===== src/f2uf_pkg.sv =====
// ----------------------------------------------------------------------------
// f2uf_pkg: shared types and defaults for the float to unsigned fixed converter
// Class tags, work kinds passed from front to back, and parameter defaults.
// ----------------------------------------------------------------------------
`default_nettype none

package f2uf_pkg;

    localparam int EXP_WIDTH_DEF  = 8;
    localparam int FRAC_WIDTH_DEF = 23;
    localparam int OUT_LSB_DEF    = -8;
    localparam int OUT_MSB_DEF    = 15;

    // front/back decoupling queue depth
    localparam int QUEUE_DEPTH = 2;

    typedef enum logic [1:0] {
        CLS_ZERO   = 2'd0,
        CLS_NORMAL = 2'd1,
        CLS_INF    = 2'd2,
        CLS_NAN    = 2'd3
    } class_t;

    // what the back end has to produce for a request
    typedef enum logic [1:0] {
        KIND_ZERO = 2'd0,
        KIND_SAT  = 2'd1,
        KIND_NORM = 2'd2
    } kind_t;

    typedef struct packed {
        kind_t kind;
        logic  round_en;
    } ctl_t;

    localparam int CTL_W = $bits(ctl_t);

endpackage

`default_nettype wire


===== src/f2uf_in_if.sv =====
// ----------------------------------------------------------------------------
// f2uf_in_if: input request channel
// Valid/ready channel carrying one floating-point word.
// ----------------------------------------------------------------------------
`default_nettype none

interface f2uf_in_if #(
    parameter int EXP_WIDTH  = 8,
    parameter int FRAC_WIDTH = 23
);
    logic                  valid;
    logic                  ready;
    logic [1:0]            class_tag;
    logic                  sign_bit;
    logic [EXP_WIDTH-1:0]  biased_exponent;
    logic [FRAC_WIDTH-1:0] fraction;

    modport source (
        output valid, class_tag, sign_bit, biased_exponent, fraction,
        input  ready
    );

    modport sink (
        input  valid, class_tag, sign_bit, biased_exponent, fraction,
        output ready
    );
endinterface

`default_nettype wire


===== src/f2uf_out_if.sv =====
// ----------------------------------------------------------------------------
// f2uf_out_if: output request channel
// Valid/ready channel carrying one unsigned fixed-point result.
// ----------------------------------------------------------------------------
`default_nettype none

interface f2uf_out_if #(
    parameter int WIDTH = 24
);
    logic             valid;
    logic             ready;
    logic [WIDTH-1:0] fixed_value;

    modport source (
        output valid, fixed_value,
        input  ready
    );

    modport sink (
        input  valid, fixed_value,
        output ready
    );
endinterface

`default_nettype wire


===== src/f2uf_front.sv =====
// ----------------------------------------------------------------------------
// f2uf_front: request intake and classification
// Holds the rounding mode, sorts each request into zero / saturate / shift
// and computes the left shift of 1.fraction.
// ----------------------------------------------------------------------------
`default_nettype none

module f2uf_front import f2uf_pkg::*; #(
    parameter int EXP_WIDTH  = EXP_WIDTH_DEF,
    parameter int FRAC_WIDTH = FRAC_WIDTH_DEF,
    parameter int OUT_LSB    = OUT_LSB_DEF,
    parameter int OUT_MSB    = OUT_MSB_DEF,
    localparam int WIDTH     = OUT_MSB - OUT_LSB + 1,
    localparam int SHIFT_W   = $clog2(WIDTH + 1)
) (
    input  wire logic                clk,
    input  wire logic                rst_n,
    input  wire logic                cfg_wr_en,
    input  wire logic                cfg_wr_data,
    f2uf_in_if.sink                  in_ch,
    input  wire logic                q_ready,
    output logic                     q_push,
    output ctl_t                     q_ctl,
    output logic [FRAC_WIDTH:0]      q_mant,
    output logic [SHIFT_W-1:0]       q_shift
);

    localparam int CW   = EXP_WIDTH + 9;
    localparam int BIAS = (1 << (EXP_WIDTH - 1)) - 1;
    localparam logic signed [CW-1:0] MIN_EXP_C = CW'(OUT_LSB - 1 + BIAS);
    localparam logic signed [CW-1:0] WIDTH_C   = CW'(WIDTH);

    logic truncate_mode_reg;
    logic truncate_mode_next;

    class_t               cls;
    logic signed [CW-1:0] e_ext;
    logic signed [CW-1:0] diff;
    kind_t                kind;

    assign truncate_mode_next = cfg_wr_en ? cfg_wr_data : truncate_mode_reg;

    always_ff @(posedge clk or negedge rst_n)
    begin
        if (!rst_n)
        begin
            truncate_mode_reg <= 1'b0;
        end
        else
        begin
            truncate_mode_reg <= truncate_mode_next;
        end
    end

    assign cls   = class_t'(in_ch.class_tag);
    assign e_ext = signed'({{(CW - EXP_WIDTH){1'b0}}, in_ch.biased_exponent});
    // shift amount of 1.fraction; below 0 underflows, above WIDTH overflows
    assign diff  = e_ext - MIN_EXP_C;

    always_comb
    begin
        case (cls)
            CLS_NORMAL:
            begin
                if (in_ch.sign_bit || diff < 0)
                    kind = KIND_ZERO;
                else if (diff > WIDTH_C)
                    kind = KIND_SAT;
                else
                    kind = KIND_NORM;
            end
            CLS_INF:
            begin
                kind = in_ch.sign_bit ? KIND_ZERO : KIND_SAT;
            end
            default:
            begin
                kind = KIND_ZERO;
            end
        endcase
    end

    assign in_ch.ready    = q_ready;
    assign q_push         = in_ch.valid && q_ready;
    assign q_ctl.kind     = kind;
    assign q_ctl.round_en = !truncate_mode_reg;
    assign q_mant         = {1'b1, in_ch.fraction};
    assign q_shift        = diff[SHIFT_W-1:0];

endmodule

`default_nettype wire


===== src/f2uf_queue.sv =====
// ----------------------------------------------------------------------------
// f2uf_queue: short FIFO between front and back
// Register-based, push and pop in the same cycle allowed.
// ----------------------------------------------------------------------------
`default_nettype none

module f2uf_queue import f2uf_pkg::*; #(
    parameter int DATA_W = 8
) (
    input  wire logic              clk,
    input  wire logic              rst_n,
    input  wire logic              push,
    input  wire logic [DATA_W-1:0] push_data,
    output logic                   ready,
    input  wire logic              pop,
    output logic                   valid,
    output logic [DATA_W-1:0]      data
);

    localparam int PTR_W = (QUEUE_DEPTH > 1) ? $clog2(QUEUE_DEPTH) : 1;
    localparam int CNT_W = $clog2(QUEUE_DEPTH + 1);
    localparam logic [PTR_W-1:0] LAST_PTR = PTR_W'(QUEUE_DEPTH - 1);
    localparam logic [CNT_W-1:0] FULL_CNT = CNT_W'(QUEUE_DEPTH);

    logic [DATA_W-1:0] mem_reg [QUEUE_DEPTH];
    logic [PTR_W-1:0]  wr_ptr_reg, wr_ptr_next;
    logic [PTR_W-1:0]  rd_ptr_reg, rd_ptr_next;
    logic [CNT_W-1:0]  count_reg, count_next;

    assign ready = (count_reg != FULL_CNT);
    assign valid = (count_reg != '0);
    assign data  = mem_reg[rd_ptr_reg];

    always_comb
    begin
        wr_ptr_next = wr_ptr_reg;
        rd_ptr_next = rd_ptr_reg;
        count_next  = count_reg;
        if (push)
            wr_ptr_next = (wr_ptr_reg == LAST_PTR) ? '0 : wr_ptr_reg + 1'b1;
        if (pop)
            rd_ptr_next = (rd_ptr_reg == LAST_PTR) ? '0 : rd_ptr_reg + 1'b1;
        if (push && !pop)
            count_next = count_reg + 1'b1;
        else if (pop && !push)
            count_next = count_reg - 1'b1;
    end

    always_ff @(posedge clk or negedge rst_n)
    begin
        if (!rst_n)
        begin
            wr_ptr_reg <= '0;
            rd_ptr_reg <= '0;
            count_reg  <= '0;
        end
        else
        begin
            wr_ptr_reg <= wr_ptr_next;
            rd_ptr_reg <= rd_ptr_next;
            count_reg  <= count_next;
        end
    end

    always_ff @(posedge clk)
    begin
        if (push)
            mem_reg[wr_ptr_reg] <= push_data;
    end

    // callers must respect ready/valid
    a_no_overflow: assert property (@(posedge clk) disable iff (!rst_n)
        push |-> ready)
        else $error("queue push while full");

    a_no_underflow: assert property (@(posedge clk) disable iff (!rst_n)
        pop |-> valid)
        else $error("queue pop while empty");

    a_count_up: assert property (@(posedge clk) disable iff (!rst_n)
        (push && !pop) |=> count_reg == $past(count_reg) + 1'b1)
        else $error("queue count did not advance on push");

    a_count_down: assert property (@(posedge clk) disable iff (!rst_n)
        (pop && !push) |=> count_reg == $past(count_reg) - 1'b1)
        else $error("queue count did not drop on pop");

endmodule

`default_nettype wire


===== src/f2uf_back.sv =====
// ----------------------------------------------------------------------------
// f2uf_back: shift, round and result register
// Shifts 1.fraction into place, rounds to nearest (ties down) or truncates,
// saturates on a saturate request or a rounding carry, and holds the result for the sink.
// ----------------------------------------------------------------------------
`default_nettype none

module f2uf_back import f2uf_pkg::*; #(
    parameter int FRAC_WIDTH = FRAC_WIDTH_DEF,
    parameter int OUT_LSB    = OUT_LSB_DEF,
    parameter int OUT_MSB    = OUT_MSB_DEF,
    localparam int WIDTH     = OUT_MSB - OUT_LSB + 1,
    localparam int SHIFT_W   = $clog2(WIDTH + 1)
) (
    input  wire logic                clk,
    input  wire logic                rst_n,
    input  wire logic                q_valid,
    input  wire ctl_t                q_ctl,
    input  wire logic [FRAC_WIDTH:0] q_mant,
    input  wire logic [SHIFT_W-1:0]  q_shift,
    output logic                     q_pop,
    f2uf_out_if.source               out_ch
);

    localparam int VW = FRAC_WIDTH + 1 + WIDTH;

    logic [VW-1:0]    shifted;
    logic [WIDTH-1:0] q_int;
    logic             rnd_up;
    logic [WIDTH:0]   q_inc;
    logic [WIDTH-1:0] result;

    logic             out_valid_reg, out_valid_next;
    logic [WIDTH-1:0] out_data_reg;

    // 1.fraction << shift; integer part above bit FRAC_WIDTH, remainder at and below it
    assign shifted = {{WIDTH{1'b0}}, q_mant} << q_shift;
    assign q_int   = shifted[VW-1:FRAC_WIDTH+1];
    // remainder strictly above one half
    assign rnd_up  = q_ctl.round_en && shifted[FRAC_WIDTH] && (|shifted[FRAC_WIDTH-1:0]);
    assign q_inc   = {1'b0, q_int} + {{WIDTH{1'b0}}, rnd_up};

    always_comb
    begin
        case (q_ctl.kind)
            KIND_SAT:  result = '1;
            KIND_NORM: result = q_inc[WIDTH] ? '1 : q_inc[WIDTH-1:0];
            default:   result = '0;
        endcase
    end

    assign q_pop          = q_valid && (!out_valid_reg || out_ch.ready);
    assign out_valid_next = q_pop || (out_valid_reg && !out_ch.ready);

    always_ff @(posedge clk or negedge rst_n)
    begin
        if (!rst_n)
        begin
            out_valid_reg <= 1'b0;
        end
        else
        begin
            out_valid_reg <= out_valid_next;
        end
    end

    always_ff @(posedge clk)
    begin
        if (q_pop)
            out_data_reg <= result;
    end

    assign out_ch.valid       = out_valid_reg;
    assign out_ch.fixed_value = out_data_reg;

endmodule

`default_nettype wire


===== src/float_to_unsigned_fixed.sv =====
// ----------------------------------------------------------------------------
// float_to_unsigned_fixed: floating-point word to saturated unsigned fixed point
// Dataflow: an accepted request is written into the queue, then into the
// result register, from which the sink takes it once it is ready.
// Throughput: one request per cycle while the sink keeps ready high.
// A 2-entry queue decouples intake from the result register, so input keeps
// flowing for two requests while the sink stalls.
// Reset: rst_n async active low; clears queue, result valid and truncate_mode.
// ----------------------------------------------------------------------------
`default_nettype none

module float_to_unsigned_fixed import f2uf_pkg::*; #(
    parameter int EXP_WIDTH  = EXP_WIDTH_DEF,
    parameter int FRAC_WIDTH = FRAC_WIDTH_DEF,
    parameter int OUT_LSB    = OUT_LSB_DEF,
    parameter int OUT_MSB    = OUT_MSB_DEF,
    localparam int WIDTH     = OUT_MSB - OUT_LSB + 1,
    localparam int SHIFT_W   = $clog2(WIDTH + 1)
) (
    input  wire logic   clk,
    input  wire logic   rst_n,
    // rounding mode register: 1 truncates, 0 rounds to nearest with ties down
    input  wire logic   cfg_wr_en,
    input  wire logic   cfg_wr_data,
    f2uf_in_if.sink     in_ch,
    f2uf_out_if.source  out_ch
);

    // queue entry: control, then mantissa, then shift amount
    localparam int QDATA_W = CTL_W + FRAC_WIDTH + 1 + SHIFT_W;

    // front -> queue
    logic                 f_push;
    ctl_t                 f_ctl;
    logic [FRAC_WIDTH:0]  f_mant;
    logic [SHIFT_W-1:0]   f_shift;
    logic                 q_ready;

    // queue -> back
    logic                 q_valid;
    logic                 q_pop;
    logic [QDATA_W-1:0]   q_data;
    ctl_t                 b_ctl;
    logic [FRAC_WIDTH:0]  b_mant;
    logic [SHIFT_W-1:0]   b_shift;

    // Front: classifies every request in the cycle it arrives. Zero, NaN,
    // negatives and underflow become KIND_ZERO; +inf and exponent overflow
    // become KIND_SAT; the rest carry a shift of 0..WIDTH.
    f2uf_front #(
        .EXP_WIDTH  (EXP_WIDTH),
        .FRAC_WIDTH (FRAC_WIDTH),
        .OUT_LSB    (OUT_LSB),
        .OUT_MSB    (OUT_MSB)
    ) u_front (
        .clk         (clk),
        .rst_n       (rst_n),
        .cfg_wr_en   (cfg_wr_en),
        .cfg_wr_data (cfg_wr_data),
        .in_ch       (in_ch),
        .q_ready     (q_ready),
        .q_push      (f_push),
        .q_ctl       (f_ctl),
        .q_mant      (f_mant),
        .q_shift     (f_shift)
    );

    // Queue: lets the front keep accepting while the result register stalls.
    f2uf_queue #(
        .DATA_W (QDATA_W)
    ) u_queue (
        .clk       (clk),
        .rst_n     (rst_n),
        .push      (f_push),
        .push_data ({f_ctl, f_mant, f_shift}),
        .ready     (q_ready),
        .pop       (q_pop),
        .valid     (q_valid),
        .data      (q_data)
    );

    assign {b_ctl, b_mant, b_shift} = q_data;

    // Back: barrel shift, round-up on remainder above one half unless truncating,
    // saturation on carry out or a saturate request, then the registered output stage.
    f2uf_back #(
        .FRAC_WIDTH (FRAC_WIDTH),
        .OUT_LSB    (OUT_LSB),
        .OUT_MSB    (OUT_MSB)
    ) u_back (
        .clk     (clk),
        .rst_n   (rst_n),
        .q_valid (q_valid),
        .q_ctl   (b_ctl),
        .q_mant  (b_mant),
        .q_shift (b_shift),
        .q_pop   (q_pop),
        .out_ch  (out_ch)
    );

endmodule

`default_nettype wire


===== src/flat_wrapper.sv =====
// flat-port wrapper written by rule: the top's interface ports become plain ports
module float_to_unsigned_fixed_flat import f2uf_pkg::*;
#(
    parameter int EXP_WIDTH  = EXP_WIDTH_DEF,
    parameter int FRAC_WIDTH = FRAC_WIDTH_DEF,
    parameter int OUT_LSB    = OUT_LSB_DEF,
    parameter int OUT_MSB    = OUT_MSB_DEF,
    localparam int WIDTH     = OUT_MSB - OUT_LSB + 1,
    localparam int SHIFT_W   = $clog2(WIDTH + 1)
)
  (clk, rst_n, cfg_wr_en, cfg_wr_data, in_ch_valid, in_ch_class_tag, in_ch_sign_bit, in_ch_biased_exponent, in_ch_fraction, in_ch_ready, out_ch_valid, out_ch_fixed_value, out_ch_ready);
  f2uf_in_if #(.EXP_WIDTH(EXP_WIDTH), .FRAC_WIDTH(FRAC_WIDTH)) in_ch_i ();
  f2uf_out_if #(.WIDTH(((OUT_MSB_DEF) - (OUT_LSB_DEF) + 1))) out_ch_i ();
  input  wire logic clk;
  input  wire logic rst_n;
  input  wire logic cfg_wr_en;
  input  wire logic cfg_wr_data;
  input wire logic [$bits(in_ch_i.valid)-1:0] in_ch_valid;
  input wire logic [$bits(in_ch_i.class_tag)-1:0] in_ch_class_tag;
  input wire logic [$bits(in_ch_i.sign_bit)-1:0] in_ch_sign_bit;
  input wire logic [$bits(in_ch_i.biased_exponent)-1:0] in_ch_biased_exponent;
  input wire logic [$bits(in_ch_i.fraction)-1:0] in_ch_fraction;
  output wire logic [$bits(in_ch_i.ready)-1:0] in_ch_ready;
  output wire logic [$bits(out_ch_i.valid)-1:0] out_ch_valid;
  output wire logic [$bits(out_ch_i.fixed_value)-1:0] out_ch_fixed_value;
  input wire logic [$bits(out_ch_i.ready)-1:0] out_ch_ready;
  assign in_ch_i.valid = in_ch_valid;
  assign in_ch_i.class_tag = in_ch_class_tag;
  assign in_ch_i.sign_bit = in_ch_sign_bit;
  assign in_ch_i.biased_exponent = in_ch_biased_exponent;
  assign in_ch_i.fraction = in_ch_fraction;
  assign in_ch_ready = in_ch_i.ready;
  assign out_ch_valid = out_ch_i.valid;
  assign out_ch_fixed_value = out_ch_i.fixed_value;
  assign out_ch_i.ready = out_ch_ready;
  float_to_unsigned_fixed #(.EXP_WIDTH(EXP_WIDTH), .FRAC_WIDTH(FRAC_WIDTH), .OUT_LSB(OUT_LSB), .OUT_MSB(OUT_MSB)) u_core (.clk(clk), .rst_n(rst_n), .cfg_wr_en(cfg_wr_en), .cfg_wr_data(cfg_wr_data), .in_ch(in_ch_i), .out_ch(out_ch_i));
endmodule

===== config.mk =====
export PLATFORM = sky130hd
export DESIGN_NAME = float_to_unsigned_fixed_flat
export DESIGN_NICKNAME = d
export VERILOG_FILES = /design/src/f2uf_pkg.sv /design/src/f2uf_in_if.sv /design/src/f2uf_out_if.sv /design/src/f2uf_front.sv /design/src/f2uf_queue.sv /design/src/f2uf_back.sv /design/src/float_to_unsigned_fixed.sv /design/src/flat_wrapper.sv
export SDC_FILE = /design/constraint.sdc
export NUM_CORES = 1
export LEC_CHECK = 0
export BUFFER_PORTS_ARGS = -buffer_cell sky130_fd_sc_hd__buf_4
export CAP_MARGIN = 20
export CORE_ASPECT_RATIO = 0.6
export CORE_UTILIZATION = 60
export CTS_CLUSTER_SIZE = 16
export DETAILED_ROUTE_END_ITERATION = 12
export PLACE_DENSITY = 0.82
export SLEW_MARGIN = 15
export SYNTH_ARGS = -nofsm -noshare
export SYNTH_HDL_FRONTEND = slang
export SYNTH_HIERARCHICAL = 1
export SYNTH_SLANG_ARGS = --single-unit

===== constraint.sdc =====
create_clock -name clk -period 4.99 [get_ports clk]
set_input_delay 0.2495 -clock clk [delete_from_list [all_inputs] [get_ports clk]]
set_output_delay 0.2495 -clock clk [all_outputs]
set_load 0.02 [all_outputs]

Word-level counts from Yosys, hierarchy flattened
Memory sizes are Yosys's and may differ from the RTL's.
Cells that the tools add are included.
- output and inout port bits: 26
- input port bits: 40
- logic and storage cells: 51
- memory bits (writable): 62
- register bits after elaboration: 30
- memories: 1
- shift-type cells: 1
- multiplexer cells: 12
- $add $sub $neg: 6
- equality and inequality tests: 5
- reductions and logical operators: 18
- order comparisons: 2
- memory list (name ; words ; bits a word ; read ports ; clocked after Yosys merged registers in ; wr ports ; RTL line ; RTL):
    u_core.u_queue.mem_reg ; 2 ; 31 ; 1 ; 0 ; 1 ; f2uf_queue.sv:25 ; logic [DATA_W-1:0] mem_reg [QUEUE_DEPTH];
- operators with widths (kind ; number):
    $pmux W24 S2 ; 1
    $shl A24 B5 Y48 ; 1
    $add A24 B1 Y25 ; 1
    $mux W24 ; 1
    $reduce_or A23 Y1 ; 1
    $gt A9 B6 Y1 const B ; 1
    $lt A9 B1 Y1 const B ; 1
    $sub A8 B7 Y9 const B ; 1
    $mux W2 ; 4
    $logic_and A1 B1 Y1 ; 7
    $logic_not A1 Y1 ; 5
    $mux W1 ; 5
    $eq A2 B1 Y1 const B ; 2
    $eq A2 B2 Y1 const B ; 2
    $pmux W2 S2 ; 1
    $reduce_bool A2 Y1 ; 2
    $logic_or A1 B1 Y1 ; 3
    $add A1 B1 Y1 const B ; 2
    $add A2 B1 Y2 const B ; 1
    $ne A2 B2 Y1 const B ; 1
    $sub A2 B1 Y2 const B ; 1

Longest topological paths before layout
An unclocked memory read counts as a cell.
- word-level depth: 7
- depth in mapped cells: 23
- gate-level depth less buffers: 17

Modules after synthesis
Netlist, hierarchy kept.
- modules (own cells, without submodules) (module ; sequential area each (um2) ; area each (um2) ; cells an instance ; instances):
    f2uf_back ; 745.7 ; 3681.0 ; 386 ; 1
    f2uf_queue ; 2021.9 ; 2651.3 ; 116 ; 1
    f2uf_front ; 25.0 ; 467.9 ; 59 ; 1

Least setup slack after synthesis
Ideal clock, no wire load.
- path type: flip-flop to flip-flop
- start point: register u_core.u_queue.rd_ptr_reg
- end point: register u_core.u_back.out_data_reg[20], in the netlist u_core/u_back/out_ch.fixed_value[20] (data pin)
- clock period less this slack: 4482 ps
- arrival: 4329 ps
- library setup time: 153 ps
- stages on the path, launching flop included: 22
- path buffers: 5
- slack: 508 ps
- cell sequence: dfrtp_1 -> buf_6 -> buf_12 -> mux2_4 -> buf_6 -> buf_12 -> mux4_2 -> mux2i_1 -> and3_2 -> nand3_1 -> mux2i_1 -> a311o_1 -> a21boi_0 -> ha_1 -> ha_1 -> o211ai_1 -> nor3_1 -> nand4_2 -> nor4_4 -> a31oi_4 -> buf_6 -> a31oi_1
- cells in the longest elaborated chain, start to end: 7
- elaborated cells between the ends (all ways): 10
- RTL lines (item ; RTL line ; RTL):
    start: declaration ; f2uf_queue.sv:27 ; logic [PTR_W-1:0] rd_ptr_reg, rd_ptr_next;
    start signal: assignment ; f2uf_queue.sv:60 ; rd_ptr_reg <= rd_ptr_next;
    $mem_v2 Z2 W31 (*) ; - ;
    named net u_core.q_data[0] ; float_to_unsigned_fixed.sv:42 ; logic [QDATA_W-1:0] q_data;
    $shl A24 B5 Y48 (*) ; f2uf_back.sv:37 ; assign shifted = {{WIDTH{1'b0}}, q_mant} << q_shift;
    $reduce_or A23 Y1 or $logic_and A1 B1 Y1 (tied branches) ; f2uf_back.sv:40 ; assign rnd_up = q_ctl.round_en && shifted[FRAC_WIDTH] && (|shifted[FRAC_WIDTH-1:0]);
    $logic_and A1 B1 Y1 ; f2uf_back.sv:40 ;
    $add A24 B1 Y25 (*) ; f2uf_back.sv:41 ; assign q_inc = {1'b0, q_int} + {{WIDTH{1'b0}}, rnd_up};
    $mux W24 (*) ; f2uf_back.sv:47 ; KIND_NORM: result = q_inc[WIDTH] ? '1 : q_inc[WIDTH-1:0];
    $pmux W24 S2 (*) ; f2uf_back.sv:45 ; case (q_ctl.kind)
    named net u_core.u_back.result[20] ; f2uf_back.sv:31 ; logic [WIDTH-1:0] result;
    end signal: assignment ; f2uf_back.sv:70 ; out_data_reg <= result;
    end: declaration ; f2uf_back.sv:34 ; logic [WIDTH-1:0] out_data_reg;
The timed path passes the listed nets; every way through them passes the cells marked *.
A chain may end at the register's enable or synchronous reset.

Worst setup path after layout
- start point: register u_core.u_queue.rd_ptr_reg
- end point: register u_core.u_back.out_data_reg[9], in the netlist u_core/u_back/out_ch.fixed_value[9] (data pin)
Same word-level chain as after synthesis.

==> results_dict.tcl <==
set metrics [dict create \
    endpoint_kind "register" \
    max_stage_delay_ns 0.51 \
    place.detailed.instances 731 \
    cts_tree "done" \
    period_minus_slack_ns 4.79 \
    synth_edf_count 88 \
    worst-path-max-fanout 20 \
    drc 0 \
    rows 29 \
    layout.nets 658 \
    r2r-start "u_core/u_queue/rd_ptr_reg" \
    required_ns 5.06 \
    max_freq_mhz 209 \
    slew_headroom_pct 34.1 \
    ctsHtreeMaxLevel 3 \
    core_um2 10800 \
    vias 5164 \
    ys_types 84 \
    start_util_pct 63.1 \
    grt_antenna_before_repair 0 \
    netlist_area_um2 6800 \
    drv_cap 0 \
    report.final.hold_viol_count 0 \
    path_class "reg2reg" \
    setup_ws_ns 0.203 \
    setup_violations 0 \
    largest_register_ffs 64 \
    cts.sinks 94 \
    cts.path.max_buffers 2 \
    die_w_um 139 \
    drt_first_iter_violations 761 \
    multiInputGateArea_um2 3550 \
    syn2layout_area_growth_pct 11.3 \
    grt_overflow 0 \
    cts_buffers 9 \
    clockRootBuffer "clkbuf_16" \
    dp_slack_ns 0.0873 \
    drv_slew 0 \
    antenna_left 0 \
    rsz0062_at_grt "false" \
    first_pass_iters 5 \
    async_flop_share_pct 6.38 \
    gp_congestion 1.02 \
    wire_per_inst_um 22.8 \
    cellPowerDensity_nw_per_um2 766 \
    setup_tns_ns 0 \
    port_buffers 65 \
    routed_via_density 6.85 \
    die_h_um 84.5 \
    syn_inst 561 \
    worstSkewPairLatency_ns 0.34 \
    worst_ir_drop_vdd_mv 0.378 \
    r2r_setup_slack_ns 0.20 \
    insertedDiodeCount 0 \
    ys_seq_area_share_pct 41.1 \
    worstRegToRegCells 15 \
    start_kind "register" \
    tightest_slew_ns 0.964 \
    grtUsageTotal_pct 28.8 \
    power_leakage_nw 2.94 \
    grt_start_max_net_pins 41 \
    status "completed" \
    ios 66 \
    ys_ff_latch 94 \
    syn_nets 609 \
    yosys_most_used_dff "edfxtp_1" \
    slowest_stage "dfrtp_2" \
    design.die.area_um2 11800 \
    clk_transition_reported_paths_ns 0.08 \
    min_path_cells 1 \
    hpwl_um 12400 \
    crit_path_start "u_core/u_queue/rd_ptr_reg" \
    period_share_pct 95.9 \
    drt_wl_total_um 17200 \
    drive_gt1_share_pct 34.0 \
    layout.cells.non_filler 754 \
    seqCellArea_um2 2790 \
    crit_arrival_ns 4.86 \
    finalClockSkew_ns 0.00723 \
    worst_hold_startpoint "in_ch_fraction[18]" \
    path_cells "mux2_8 -> mux4_2 -> mux2i_1 -> buf_4 -> mux2i_2 -> nor3_1 -> a311o_1 -> a21boi_0 -> ha_1 -> nand2_1 -> or4_1 -> a311oi_4 -> and2_1 -> xor2_1 -> a21oi_1" \
    grt_pass1_vias 4703 \
    grt_pass1_wl_um 25900 \
    hold_class "in2reg" \
    yosysWarnings 6 \
    avgSynthCellArea_um2 12.1 \
    fillers 751 \
]
[power by group]
group / internal [mW] / switching, mW / leakage [nW]
Combinational: 1.56 / 2.28 / 1.89
Sequential: 1.18 / 0.0928 / 0.906
Clock: 0.352 / 0.329 / 0.146
Total: 3.09 / 2.71 / 2.94
[worst max-delay path, delay by kind of cell (launching register included)]
family                     cells  cell delay [ns]
and+or+nand+nor                4             0.99
AOI/OAI and AO/OA              4             1.09
muxes                          4             1.28
adders and majority gates      1             0.23
xor gates and xnor gates       1             0.23
DFF                            1             0.51
buffers and inverters          1             0.17
[synthesized netlist by cell type (5+ instances only)]
cell type,instances,area (µm²)
edfxtp_1,88,2640
ha_1,8,100
buf_12,5,100
clkbuf_1,8,30.0
xor2_1,11,96.3
or2_2,5,31.3
mux2i_1,32,320
o21ai_0,11,55.1
nor2b_1,5,31.3
nand2b_1,13,81.3
xnor2_1,9,78.8
nand3_1,15,75.1
inv_1,14,52.6
mux2_4,29,435
mux4_2,11,248
nor3_1,12,60.1
dfrtp_1,6,150
a31oi_1,6,37.5
buf_6,7,78.8
nor2_1,20,75.1
nor4_1,5,31.3
mux4_1,9,236
a21oi_2,5,43.8
nand2_1,35,131
buf_4,29,218
o221ai_1,5,43.8
mux2_2,21,236
a21oi_1,29,145
buf_2,6,30.0
or3_1,5,31.3
[placed cells by master (no fill, tap or decap), types with 13 or more instances in the layout]
| master | synthesis | layout |
|---|---|---|
| mux2i_1 | 32 | 31 |
| nor2_1 | 20 | 20 |
| nand3_1 | 15 | 15 |
| mux2_2 | 21 | 21 |
| a21oi_1 | 29 | 29 |
| buf_4 | 29 | 92 |
| mux2_4 | 29 | 29 |
| inv_1 | 14 | 14 |
| edfxtp_1 | 88 | 88 |
| nand2_1 | 35 | 35 |
| nand2b_1 | 13 | 13 |
[layout make-up]
| type | count | share of cell area [%] |
|---|---|---|
| Inverter | 14 | 0.694 |
| Multi-Input combinational cell | 397 | 46.9 |
| Tap cell | 139 | 2.30 |
| Clock buffer | 9 | 2.98 |
| Sequential cell | 94 | 36.9 |
| Timing Repair Buffer | 94 | 9.41 |
| Clock inverter | 7 | 0.860 |
[final timing paths]
path                                                  endpoint
setup / recovery           u_core/u_back/out_ch.fixed_value[9]
hold / removal                   u_core/u_queue/mem_reg[1][23]
setup reg to reg           u_core/u_back/out_ch.fixed_value[9]
hold reg to reg                      u_core/u_queue/wr_ptr_reg
max in group asynchronous            u_core/u_queue/rd_ptr_reg
min in group asynchronous            u_core/u_queue/rd_ptr_reg
[repair_timing]
item,in CTS,in global routing
setup buffers,0,4
hold buffers,1,0
resized for setup,0,5
hold endpoints to repair,6,0
setup endpoints to repair,0,24
[metrics by stage]
step	utilization, %	hold slack (ns)	instance area, µm²	total power, mW
after floorplan	-	-0.0461	6800	3.97
after global placement	66.6	0.0672	7180	4.87
after detailed placement	66.6	0.0674	7180	4.91
after CTS	69.4	0.0811	7480	5.60
after global routing	70.2	0.0821	7570	6.03
final	70.2	0.0887	7570	5.80
[layer usage]
metal  up-vias  track usage, %  wire, µm
met5         -               0         0
met4         0            5.96       155
li1       2270               -         -
met1      2536            42.2      7670
met3        16            9.30      2130
met2       342            41.7      7250
[cell families after synthesis]
kind of cell / Yosys count / share of synthesized area, %
simple gates: 150 / 12.4
other cells: 1 / 0.0551
flops: 94 / 41.1
fa+ha+maj: 8 / 1.47
compound gates: 112 / 12.6
buf+inv: 72 / 7.65
mux: 102 / 21.7
xor+xnor: 22 / 3.05
No activity file was read; power rests on OpenSTA's default activity.
